<file path="src/sv/dcd_pkg.sv">
// Package for the day count to calendar date converter.
// Holds the calendar constants, the year counter control struct and small table functions.
// Depends on nothing; every module of the block imports it.
`timescale 1ns / 1ps

package dcd_pkg;

    localparam int EPOCH_YEAR    = 1970;
    localparam int LEN_BITS      = 9;
    localparam int WD_EPOCH      = 3;

    localparam logic [LEN_BITS-1:0] YEAR_LEN      = 9'd365;
    localparam logic [LEN_BITS-1:0] LEAP_YEAR_LEN = 9'd366;

    localparam logic [3:0] MONTH_JAN = 4'd1;
    localparam logic [3:0] MONTH_FEB = 4'd2;
    localparam logic [3:0] MONTH_APR = 4'd4;
    localparam logic [3:0] MONTH_JUN = 4'd6;
    localparam logic [3:0] MONTH_SEP = 4'd9;
    localparam logic [3:0] MONTH_NOV = 4'd11;
    localparam logic [3:0] MONTH_DEC = 4'd12;

    localparam logic [1:0] EPOCH_MOD4   = 2'd2;
    localparam logic [6:0] EPOCH_MOD100 = 7'd70;
    localparam logic [8:0] EPOCH_MOD400 = 9'd370;
    localparam logic [6:0] MOD100_LAST  = 7'd99;
    localparam logic [8:0] MOD400_LAST  = 9'd399;

    typedef struct packed {
        logic load;
        logic step;
    } t_year_ctl;

    function automatic logic [LEN_BITS-1:0] month_len(input logic [3:0] month,
                                                      input logic leap);
        logic [LEN_BITS-1:0] len;
        begin
            case (month)
                MONTH_FEB: len = leap ? 9'd29 : 9'd28;
                MONTH_APR, MONTH_JUN, MONTH_SEP, MONTH_NOV: len = 9'd30;
                default: len = 9'd31;
            endcase
            return len;
        end
    endfunction

    // Adds a small step to a weekday offset kept in the range 0 to 6.
    function automatic logic [2:0] wd_add(input logic [2:0] wd, input logic [1:0] inc);
        logic [3:0] sum;
        begin
            sum = {1'b0, wd} + {2'b00, inc};
            if (sum >= 4'd7) begin
                sum = sum - 4'd7;
            end
            return sum[2:0];
        end
    endfunction

    function automatic logic [2:0] mod7(input logic [5:0] val);
        logic [5:0] v;
        begin
            v = val;
            for (int i = 0; i < 5; i++) begin
                if (v >= 6'd7) begin
                    v = v - 6'd7;
                end
            end
            return v[2:0];
        end
    endfunction

endpackage

</file>
<file path="src/sv/dcd_sub_unit.sv">
// Shared compare and subtract unit of the day count converter.
// Checks whether the remaining day count fits in a year or month and gives the difference.
// Depends on dcd_pkg.
`timescale 1ns / 1ps

module dcd_sub_unit #(
    parameter int WIDTH = 16
) (
    input  logic [WIDTH-1:0]             i_minuend,
    input  logic [dcd_pkg::LEN_BITS-1:0] i_len,
    output logic                         o_fits,
    output logic [WIDTH-1:0]             o_diff
);
    import dcd_pkg::*;

    logic [WIDTH-1:0] len_ext;

    assign len_ext = WIDTH'(i_len);
    assign o_fits  = (i_minuend <= len_ext);
    assign o_diff  = i_minuend - len_ext;

endmodule

</file>
<file path="src/sv/dcd_year_ctr.sv">
// Year counter of the day count converter.
// Counts years from the epoch and keeps the year modulo 4, 100 and 400 for the leap rule.
// Depends on dcd_pkg.
`timescale 1ns / 1ps

module dcd_year_ctr #(
    parameter int YEAR_BITS = 12
) (
    input  logic                i_clk,
    input  logic                i_rst_n,
    input  dcd_pkg::t_year_ctl  i_ctl,
    output logic [YEAR_BITS-1:0] o_year,
    output logic                o_leap
);
    import dcd_pkg::*;

    logic [YEAR_BITS-1:0] r_year;
    logic [1:0]           r_mod4;
    logic [6:0]           r_mod100;
    logic [8:0]           r_mod400;

    always_ff @(posedge i_clk) begin
        if (!i_rst_n) begin
            r_year   <= YEAR_BITS'(EPOCH_YEAR);
            r_mod4   <= EPOCH_MOD4;
            r_mod100 <= EPOCH_MOD100;
            r_mod400 <= EPOCH_MOD400;
        end else if (i_ctl.load) begin
            r_year   <= YEAR_BITS'(EPOCH_YEAR);
            r_mod4   <= EPOCH_MOD4;
            r_mod100 <= EPOCH_MOD100;
            r_mod400 <= EPOCH_MOD400;
        end else if (i_ctl.step) begin
            r_year   <= r_year + 1'b1;
            r_mod4   <= r_mod4 + 1'b1;
            r_mod100 <= (r_mod100 == MOD100_LAST) ? 7'd0 : r_mod100 + 1'b1;
            r_mod400 <= (r_mod400 == MOD400_LAST) ? 9'd0 : r_mod400 + 1'b1;
        end
    end

    assign o_year = r_year;
    assign o_leap = ((r_mod4 == 2'd0) && (r_mod100 != 7'd0)) || (r_mod400 == 9'd0);

endmodule

</file>
<file path="src/sv/day_count_to_calendar_date.sv">
// Day count to calendar date converter, top level with the sequencer.
// Depends on dcd_pkg, dcd_sub_unit and dcd_year_ctr.
//
// A day count (1 is 1970-01-01, 0 is read as 1) becomes the Gregorian year, month, day of
// month, weekday (1 Monday to 7 Sunday) and leap flag. One compare and subtract unit takes
// whole years off the count, one year per cycle, then whole months, one month per cycle,
// and a last state forms the weekday. That state waits as long as the previous result is
// still held in the output register and not taken. The input is not ready while a
// conversion runs; one finished result waits in the output register, so the next beat is
// taken while it is still pending.
`timescale 1ns / 1ps

module day_count_to_calendar_date #(
    parameter int DAY_COUNT_BITS = 16
) (
    input  logic                      i_clk,
    input  logic                      i_rst_n,
    input  logic                      i_valid,
    output logic                      o_ready,
    input  logic [DAY_COUNT_BITS-1:0] i_day_count,
    output logic                      o_valid,
    input  logic                      i_ready,
    output logic [11:0]               o_year,
    output logic [3:0]                o_month,
    output logic [4:0]                o_day_of_month,
    output logic [2:0]                o_weekday,
    output logic                      o_leap
);
    import dcd_pkg::*;

    localparam int YEAR_BITS = $clog2(EPOCH_YEAR + (2 ** DAY_COUNT_BITS) / 365 + 2);

    typedef enum logic [1:0] {
        S_IDLE,
        S_YEAR,
        S_MONTH,
        S_WDAY
    } t_state;

    t_state                  r_state, n_state;
    logic [DAY_COUNT_BITS-1:0] r_rem, n_rem;
    logic [3:0]              r_month, n_month;
    logic [2:0]              r_wd, n_wd;
    logic                    r_out_valid, n_out_valid;
    logic [11:0]             r_year_out, n_year_out;
    logic [3:0]              r_month_out, n_month_out;
    logic [4:0]              r_day_out, n_day_out;
    logic [2:0]              r_wday_out, n_wday_out;
    logic                    r_leap_out, n_leap_out;

    t_year_ctl               year_ctl;
    logic [YEAR_BITS-1:0]    year;
    logic                    leap;
    logic [LEN_BITS-1:0]     cur_len;
    logic                    fits;
    logic [DAY_COUNT_BITS-1:0] diff;
    logic                    in_beat;
    logic [LEN_BITS-1:0]     mon_len;

    assign in_beat = i_valid && o_ready;
    assign mon_len = month_len(r_month, leap);

    always_comb begin
        case (r_state)
            S_MONTH: cur_len = mon_len;
            default: cur_len = leap ? LEAP_YEAR_LEN : YEAR_LEN;
        endcase
    end

    dcd_sub_unit #(
        .WIDTH(DAY_COUNT_BITS)
    ) u_sub (
        .i_minuend(r_rem),
        .i_len    (cur_len),
        .o_fits   (fits),
        .o_diff   (diff)
    );

    dcd_year_ctr #(
        .YEAR_BITS(YEAR_BITS)
    ) u_year (
        .i_clk  (i_clk),
        .i_rst_n(i_rst_n),
        .i_ctl  (year_ctl),
        .o_year (year),
        .o_leap (leap)
    );

    always_comb begin
        n_state     = r_state;
        n_rem       = r_rem;
        n_month     = r_month;
        n_wd        = r_wd;
        n_out_valid = r_out_valid && !i_ready;
        n_year_out  = r_year_out;
        n_month_out = r_month_out;
        n_day_out   = r_day_out;
        n_wday_out  = r_wday_out;
        n_leap_out  = r_leap_out;
        year_ctl    = '0;
        unique case (r_state)
            S_IDLE: begin
                if (in_beat) begin
                    n_rem         = (i_day_count == '0) ? DAY_COUNT_BITS'(1) : i_day_count;
                    n_month       = MONTH_JAN;
                    n_wd          = 3'(WD_EPOCH);
                    year_ctl.load = 1'b1;
                    n_state       = S_YEAR;
                end
            end
            S_YEAR: begin
                if (fits) begin
                    n_state = S_MONTH;
                end else begin
                    n_rem         = diff;
                    n_wd          = wd_add(r_wd, leap ? 2'd2 : 2'd1);
                    year_ctl.step = 1'b1;
                end
            end
            S_MONTH: begin
                if (fits || r_month == MONTH_DEC) begin
                    n_state = S_WDAY;
                end else begin
                    n_rem   = diff;
                    n_month = r_month + 1'b1;
                    n_wd    = wd_add(r_wd, 2'(mon_len - 9'd28));
                end
            end
            S_WDAY: begin
                if (!r_out_valid || i_ready) begin
                    n_out_valid = 1'b1;
                    n_year_out  = 12'(year);
                    n_month_out = r_month;
                    n_day_out   = r_rem[4:0];
                    n_wday_out  = mod7({3'b000, r_wd} + {1'b0, r_rem[4:0]} - 6'd1) + 3'd1;
                    n_leap_out  = leap;
                    n_state     = S_IDLE;
                end
            end
            default: n_state = S_IDLE;
        endcase
    end

    always_ff @(posedge i_clk) begin
        if (!i_rst_n) begin
            r_state     <= S_IDLE;
            r_out_valid <= 1'b0;
        end else begin
            r_state     <= n_state;
            r_out_valid <= n_out_valid;
        end
        r_rem       <= n_rem;
        r_month     <= n_month;
        r_wd        <= n_wd;
        r_year_out  <= n_year_out;
        r_month_out <= n_month_out;
        r_day_out   <= n_day_out;
        r_wday_out  <= n_wday_out;
        r_leap_out  <= n_leap_out;
    end

    assign o_ready        = (r_state == S_IDLE);
    assign o_valid        = r_out_valid;
    assign o_year         = r_year_out;
    assign o_month        = r_month_out;
    assign o_day_of_month = r_day_out;
    assign o_weekday      = r_wday_out;
    assign o_leap         = r_leap_out;

    a_busy_after_beat: assert property (@(posedge i_clk) disable iff (!i_rst_n)
        in_beat |=> !o_ready)
        else $error("input still ready after a beat was taken");

    a_rem_nonzero: assert property (@(posedge i_clk) disable iff (!i_rst_n)
        (r_state == S_YEAR || r_state == S_MONTH || r_state == S_WDAY) |-> (r_rem != '0))
        else $error("remaining day count reached zero during a conversion");

    a_month_range: assert property (@(posedge i_clk) disable iff (!i_rst_n)
        (r_state == S_MONTH || r_state == S_WDAY)
            |-> (r_month >= MONTH_JAN && r_month <= MONTH_DEC))
        else $error("month counter left its range");

    a_result_range: assert property (@(posedge i_clk) disable iff (!i_rst_n)
        o_valid |-> (o_day_of_month != 5'd0 && o_weekday != 3'd0 && o_month != 4'd0))
        else $error("result field out of range");

endmodule

</file>
<file path="config.mk">
export PLATFORM = sky130hd
export DESIGN_NAME = day_count_to_calendar_date
export DESIGN_NICKNAME = d
export VERILOG_FILES = /design/src/sv/dcd_pkg.sv /design/src/sv/dcd_sub_unit.sv /design/src/sv/dcd_year_ctr.sv /design/src/sv/day_count_to_calendar_date.sv
export SDC_FILE = /design/constraint.sdc
export NUM_CORES = 1
export LEC_CHECK = 0
export BUFFER_PORTS_ARGS = -buffer_cell sky130_fd_sc_hd__buf_2
export CAP_MARGIN = 15
export CORE_MARGIN = 2
export CORE_UTILIZATION = 53
export DETAILED_ROUTE_END_ITERATION = 10
export PLACE_DENSITY = 0.78
export SLEW_MARGIN = 25
export SYNTH_ARGS = -nofsm -noshare
export SYNTH_HDL_FRONTEND = slang
export SYNTH_HIERARCHICAL = 1
export SYNTH_SLANG_ARGS = --single-unit
</file>
<file path="constraint.sdc">
create_clock -name i_clk -period 9.5 [get_ports i_clk]
set_clock_uncertainty 0.2 [all_clocks]
set_input_delay 0.95 -clock i_clk [delete_from_list [all_inputs] [get_ports i_clk]]
set_output_delay 0.95 -clock i_clk [all_outputs]
set_load 0.01 [all_outputs]
</file>
# ---- After elaboration in Yosys (flattened, before gate mapping)
# Cells that the tools add are included.
# W data, S select, Z words.
dict set report op_classes {
  bitwise_logic 1
  mux 47
  eq_ne 17
  order_cmp 8
  add_sub_neg 19
  n_reduce_logical 21
}
# operator n
set ops {}
lappend ops {{$mux W6} 12}
lappend ops {{$mux W16} 4}
lappend ops {{$pmux W16 S3} 1}
lappend ops {{$ge A6 B3 Y1 const B} 5}
lappend ops {{$mux W3} 8}
lappend ops {{$sub A6 B3 Y6 const B} 4}
lappend ops {{$mux W9} 2}
lappend ops {{$le A16 B9 Y1} 1}
lappend ops {{$logic_not A16 Y1} 1}
lappend ops {{$sub A16 B9 Y16} 1}
lappend ops {{$add A12 B1 Y12 const B} 1}
lappend ops {{$eq A4 B4 Y1 const B} 3}
lappend ops {{$mux W2} 6}
lappend ops {{$ne A2 B2 Y1 const B} 5}
lappend ops {{$add A9 B1 Y9 const B} 1}
lappend ops {{$eq A9 B9 Y1 const B} 1}
lappend ops {{$logic_not A9 Y1} 1}
lappend ops {{$pmux W3 S3} 1}
lappend ops {{$sub A3 B3 Y3 const B} 3}
lappend ops {{$add A3 B2 Y4} 2}
lappend ops {{$eq A4 B3 Y1 const B} 2}
lappend ops {{$ge A4 B3 Y1 const B} 2}
lappend ops {{$mux W4} 2}
lappend ops {{$pmux W2 S4} 1}
lappend ops {{other kinds (29)} 43}
dict set report word_totals {
  elab_cells 127
  output_inout_bits 27
  regBits 81
}

# ---- Depth between registers and ports, before layout
dict set report logic_depth {
  depth_word 23
  depth_mapped 33
  depth_no_buf 32
}

# ---- Hierarchy
# The synthesis kept the hierarchy.
# mod n_inst seq_area_each_um2 cells_each area_per_inst_um2
set by_module_without_submodules {}
lappend by_module_without_submodules {day_count_to_calendar_date 1 1501.4 359 3774.9}
lappend by_module_without_submodules {dcd_year_ctr 1 600.6 166 1467.7}
lappend by_module_without_submodules {dcd_sub_unit 1 0.0 98 681.9}

# ---- Worst setup path after synthesis
# OpenSTA, ideal clock, no wires.
dict set report synth_timing {
  path_kind {reg2reg}
  from {register r_wd[1]}
  to {register r_wday_out[2], in the netlist o_weekday[2], data pin}
  arrival_time_ps 6391
  required_ps 9034
  path_slack_ps 2643
  setup_ps 266
  period_less_slack_ps 6857
  stages_incl_launch_ff 34
  path_buffers 1
  cell_sequence {edfxtp_1 -> inv_1 -> ha_1 -> inv_1 -> ha_1 -> fa_1 -> a211oi_1 -> or3_4 -> o2111a_2 -> nand2_1 -> mux2_2 -> ha_1 -> inv_1 -> a21oi_1 -> o22ai_1 -> a22oi_1 -> xnor2_1 -> inv_1 -> ha_1 -> nand2b_4 -> nand3_1 -> xnor2_1 -> inv_1 -> ha_1 -> nand2_1 -> and3_4 -> buf_6 -> mux2_4 -> ha_1 -> nand2_1 -> mux2i_1 -> xnor2_1 -> ha_1 -> xor2_1}
}
dict set report synth_between {
  elab_chain_cells 23
  elab_cells_between_ends 28
  cone_classes {8 x add/sub; 5 x order compare; 15 x mux}
}
# item line
set synth_rtl {}
lappend synth_rtl {{from (decl)} day_count_to_calendar_date.sv:43} ;# logic [2:0] r_wd, n_wd;
lappend synth_rtl {{from (signal assigned)} day_count_to_calendar_date.sv:154} ;# r_wd <= n_wd;
lappend synth_rtl {{$add A3 B5 Y6 *} day_count_to_calendar_date.sv:135} ;# n_wday_out = mod7({3'b000, r_wd} + {1'b0, r_rem[4:0]} - 6'd1) + 3'd1;
lappend synth_rtl {{$sub A6 B1 Y6 *} day_count_to_calendar_date.sv:135}
lappend synth_rtl {{$sub A6 B3 Y6 or $ge A6 B3 Y1 (tied branches)} {dcd_pkg.sv:65, dcd_pkg.sv:64}}
lappend synth_rtl {{$mux W6 *} dcd_pkg.sv:64} ;# if (v >= 6'd7) begin
lappend synth_rtl {{$mux W6 *} day_count_to_calendar_date.sv:130} ;# if (!r_out_valid || i_ready) begin
lappend synth_rtl {{$mux W6 *} day_count_to_calendar_date.sv:101} ;# unique case (r_state)
lappend synth_rtl {{$sub A6 B3 Y6 or $ge A6 B3 Y1 (tied branches)} {dcd_pkg.sv:65, dcd_pkg.sv:64}}
lappend synth_rtl {{$mux W6 *} dcd_pkg.sv:64}
lappend synth_rtl {{[... 7 more ...]} --}
lappend synth_rtl {{$mux W6 *} dcd_pkg.sv:64}
lappend synth_rtl {{$mux W6 *} day_count_to_calendar_date.sv:130}
lappend synth_rtl {{$mux W6 *} day_count_to_calendar_date.sv:101}
lappend synth_rtl {{$ge A6 B3 Y1 or $sub A3 B3 Y3 (tied branches)} {dcd_pkg.sv:64, dcd_pkg.sv:65}}
lappend synth_rtl {{$mux W3 *} dcd_pkg.sv:64}
lappend synth_rtl {{$mux W3 *} day_count_to_calendar_date.sv:130}
lappend synth_rtl {{$mux W3 *} day_count_to_calendar_date.sv:101}
lappend synth_rtl {{$add A3 B1 Y3 *} day_count_to_calendar_date.sv:135}
lappend synth_rtl {{to (signal assigned)} day_count_to_calendar_date.sv:158} ;# r_wday_out <= n_wday_out;
lappend synth_rtl {{to (decl)} day_count_to_calendar_date.sv:48} ;# logic [2:0] r_wday_out, n_wday_out;
# Every way passes the cells marked *; elsewhere a longest branch is shown, timed or not. The select of a mux whose other input is x is not followed.
# A chain may end at the register's enable or synchronous reset.

# ---- Final worst setup path
# Same ends and word-level chain as after synthesis.

==> results.cfg <==
[status]
outcome = finished, final reports clean

[synthesis]
synthSimpleGateAreaFrac_pct = 19.9
synth.area.mux_share_pct = 5.89
async_flop_share_pct = 0
synth-edff-count = 48
yosysWarnings = 6
synth_area_leader_cell = edfxtp_1
netlist_area_mm2 = 0.00592
synth_fa_ha_area_share_pct = 10.2
synth_seq_cells = 81
synth_top_area_share_pct = 24.3
synth_top_family_by_area = simple AND/OR/NAND/NOR gates
synth_area_leaders = edfxtp_1 24%, dfxtp_1 11%, ha_1 8.9%
synth_compound_area_share_pct = 16.5
synthXorXnorAreaFrac_pct = 6.80
ys_types = 85
netlist_instances = 623
yosysSeqAreaShare_pct = 35.5
postSynthAreaPerCell_um2 = 9.51
synth_top_flop_cell = edfxtp_1

[cts]
cts.path.max_buffers = 2
cts_setup_buffers = 0
numCtsBuffers = 9
cts.hold.buffers_added = 0
htreeDepth = 3
clock_latency_ns = 0.37
clk_pin_slew_ns = 0.10
clockRootBuffer = clkbuf_8
post_cts_resized = 0
cts_tree = done
cts.sinks = 81

[min_path]
holdCritStartpoint = u_year/o_year[11]
hold_depth = 0
hp-class = reg2reg
hold_end = o_year[11]

[place]
port_buffers = 46
place_congestion = 0.967
place_area_mm2 = 0.00628
hpwl_um = 9590
dp.cells = 800

[floorplan]
rows = 38
die_h_um = 110
core_area_mm2 = 0.0109
die-area_mm2 = 0.0120
pin_count = 47
start_util_pct = 54.4
die_w_um = 110

[timing]
hold_violations = 0
rsz0062_at_grt = no
finalSetupTns_ns = 0
worstMarginPinSlew_ns = 0.876
fin_crit_sh_pct = 78.5
slew_violations = 0
finalCriticalPeriod_ns = 7.46
fmax_mhz = 134
slew-limit-headroom_pct = 41.2
setup_viol = 0

[global_route]
gr-max-usage-layer = met2
grt_usage_pct = 22.7
grtUsageMet2_pct = 39.4
grt.overflow.total = 0
grt_use_met1_pct = 27.7
antenna_found_initial = 0
met3_usage_pct = 4.51
grt_pass1_wl_um = 21500
grt_max_degree = 26
grt_pass1_vias = 4739

[cells_and_area]
fin_util_pct = 59.6
final_nets = 737
final_cells = 816
drive_gt1_share_pct = 18.8
area_growth_pct = 9.48
fin_area_mm2 = 0.00649
antenna_cells = 0

[detailed_routing]
viasPerCell = 5.78
wl_um = 12800
final_antenna_net_count = 0
first_pass_iters = 6
vias = 4713
wl_per_cell_um = 15.7
initialDrtViolationCount = 286
route.detailed.drc = 0

[setup_path]
r2r_cells = 32
crit_top_cell = ha_1
critPathMaxStageDelay_ns = 0.49
cp_data_arrival_time_ns = 7.38
reg2reg_slack_ns = 2.04
crit_slowest_cell = fa_1
cp-start-kind = flip-flop
reg2reg_from = r_wd[1]
crit_fanout = 6
r2r-end = o_weekday[2]
critPathKind = reg2reg
required_ns = 9.42
end_kind = flip-flop

[flow_run]
maxCapViolations = 0
==> sequential cells by signal, summed over array words and instances, names as in the netlist <==
| register | flops |
|---|---|
| u_year/r_mod400 | 9 |
| r_month | 4 |
| o_weekday | 3 |
| o_year | 12 |
| r_wd | 3 |
| u_year/o_year | 12 |
| u_year/r_mod100 | 7 |
| r_state | 2 |
| o_leap | 1 |
| r_rem | 16 |
| o_valid | 1 |
| o_month | 4 |
| o_day_of_month | 5 |
| u_year/r_mod4 | 2 |
==> through the flow <==
| stage | setup WS, ns | hold WS (ns) |
|---|---|---|
| 6_report | 2.04 | 0.265 |
| 5_1_grt | 1.48 | 0.286 |
| 4_1_cts | 2.02 | 0.270 |
| 3_5_place_dp | 2.00 | 0.249 |
| 3_3_place_gp | 2.31 | 0.245 |
| 2_1_floorplan | 2.64 | 0.229 |
==> worst max path at each step <==
stage / start / endpoint / slack (ns) / depth (start not counted)
after floorplan: r_wd[1] / o_weekday[2] / 2.64 / 33
after global placement: r_wd[1] / o_weekday[2] / 2.31 / 32
after detailed placement: r_wd[1] / o_weekday[2] / 2.00 / 32
after CTS: r_wd[1] / o_weekday[2] / 2.02 / 32
after global routing: r_wd[1] / o_weekday[2] / 1.48 / 32
final: r_wd[1] / o_weekday[2] / 2.04 / 32
==> Yosys cell counts, types with 4 or more instances <==
master	count
inv_1	52
nand2_1	52
edfxtp_1	48
nor2_1	46
ha_1	42
a21oi_1	33
dfxtp_1	33
o21ai_0	29
xnor2_1	28
mux2_2	20
nand3_1	20
xor2_1	18
nor3_1	16
nor2b_1	10
or3_1	10
o211ai_1	8
and2_1	7
nand2b_1	7
nand4_1	7
buf_2	6
mux2i_1	6
nor3_2	6
o31ai_1	6
a311oi_1	5
clkbuf_1	5
o21ai_1	5
a21o_1	4
fa_1	4
nand4_4	4
nor4_1	4
o21a_1	4
==> layer usage <==
| layer | part of all wire, % | wire, µm |
|---|---|---|
| met5 | 0 | 0 |
| met4 | 2.5 | 317 |
| met3 | 3.9 | 497 |
| met2 | 50 | 6360 |
| met1 | 44 | 5620 |
==> logic make-up after synthesis <==
family | Yosys count
simple gates | 210
fa+ha+maj | 46
buf+inv | 70
mux | 30
flops | 81
xor+xnor | 46
compound gates | 138
other cells | 2
==> cell usage in the layout (no fill, tap or decap), drive strengths merged, types with 6 or more instances in the layout <==
cell type / Yosys / final
o31ai: 8 / 8
o211ai: 8 / 8
inv: 54 / 57
or3: 11 / 11
nor3: 23 / 23
dfxtp: 33 / 33
nand2: 52 / 52
mux2i: 7 / 7
nor2: 47 / 47
mux2: 23 / 23
ha: 42 / 42
nand2b: 10 / 10
edfxtp: 48 / 48
nand3: 20 / 20
xor2: 18 / 18
a211oi: 6 / 6
and2: 7 / 7
clkbuf: 6 / 9
a21oi: 33 / 33
nand4: 11 / 11
xnor2: 28 / 28
o21ai: 34 / 34
nor2b: 10 / 10
buf: 9 / 51
==> critical path: cells and delay by family, from the launching register on <==
family          cells  cell delay, ns
mux                 3            0.94
buf+inv             5            0.59
xor+xnor            4            0.86
compound gates      5            0.94
flops               1            0.43
fa+ha+maj           8            2.23
simple gates        7            1.04
==> area by class of cell <==
cell class	instances	area, µm²
fillers	924	4400
multi-input cells	473	3530
flip-flops and latches	81	2100
repair buffers	51	268
inverters	55	206
well taps	140	175
clock buffers	9	124
clock inverters	7	77.6
Power is not shown: default switching activity piles up to over one toggle a cycle in this logic, so the estimate is an artifact.
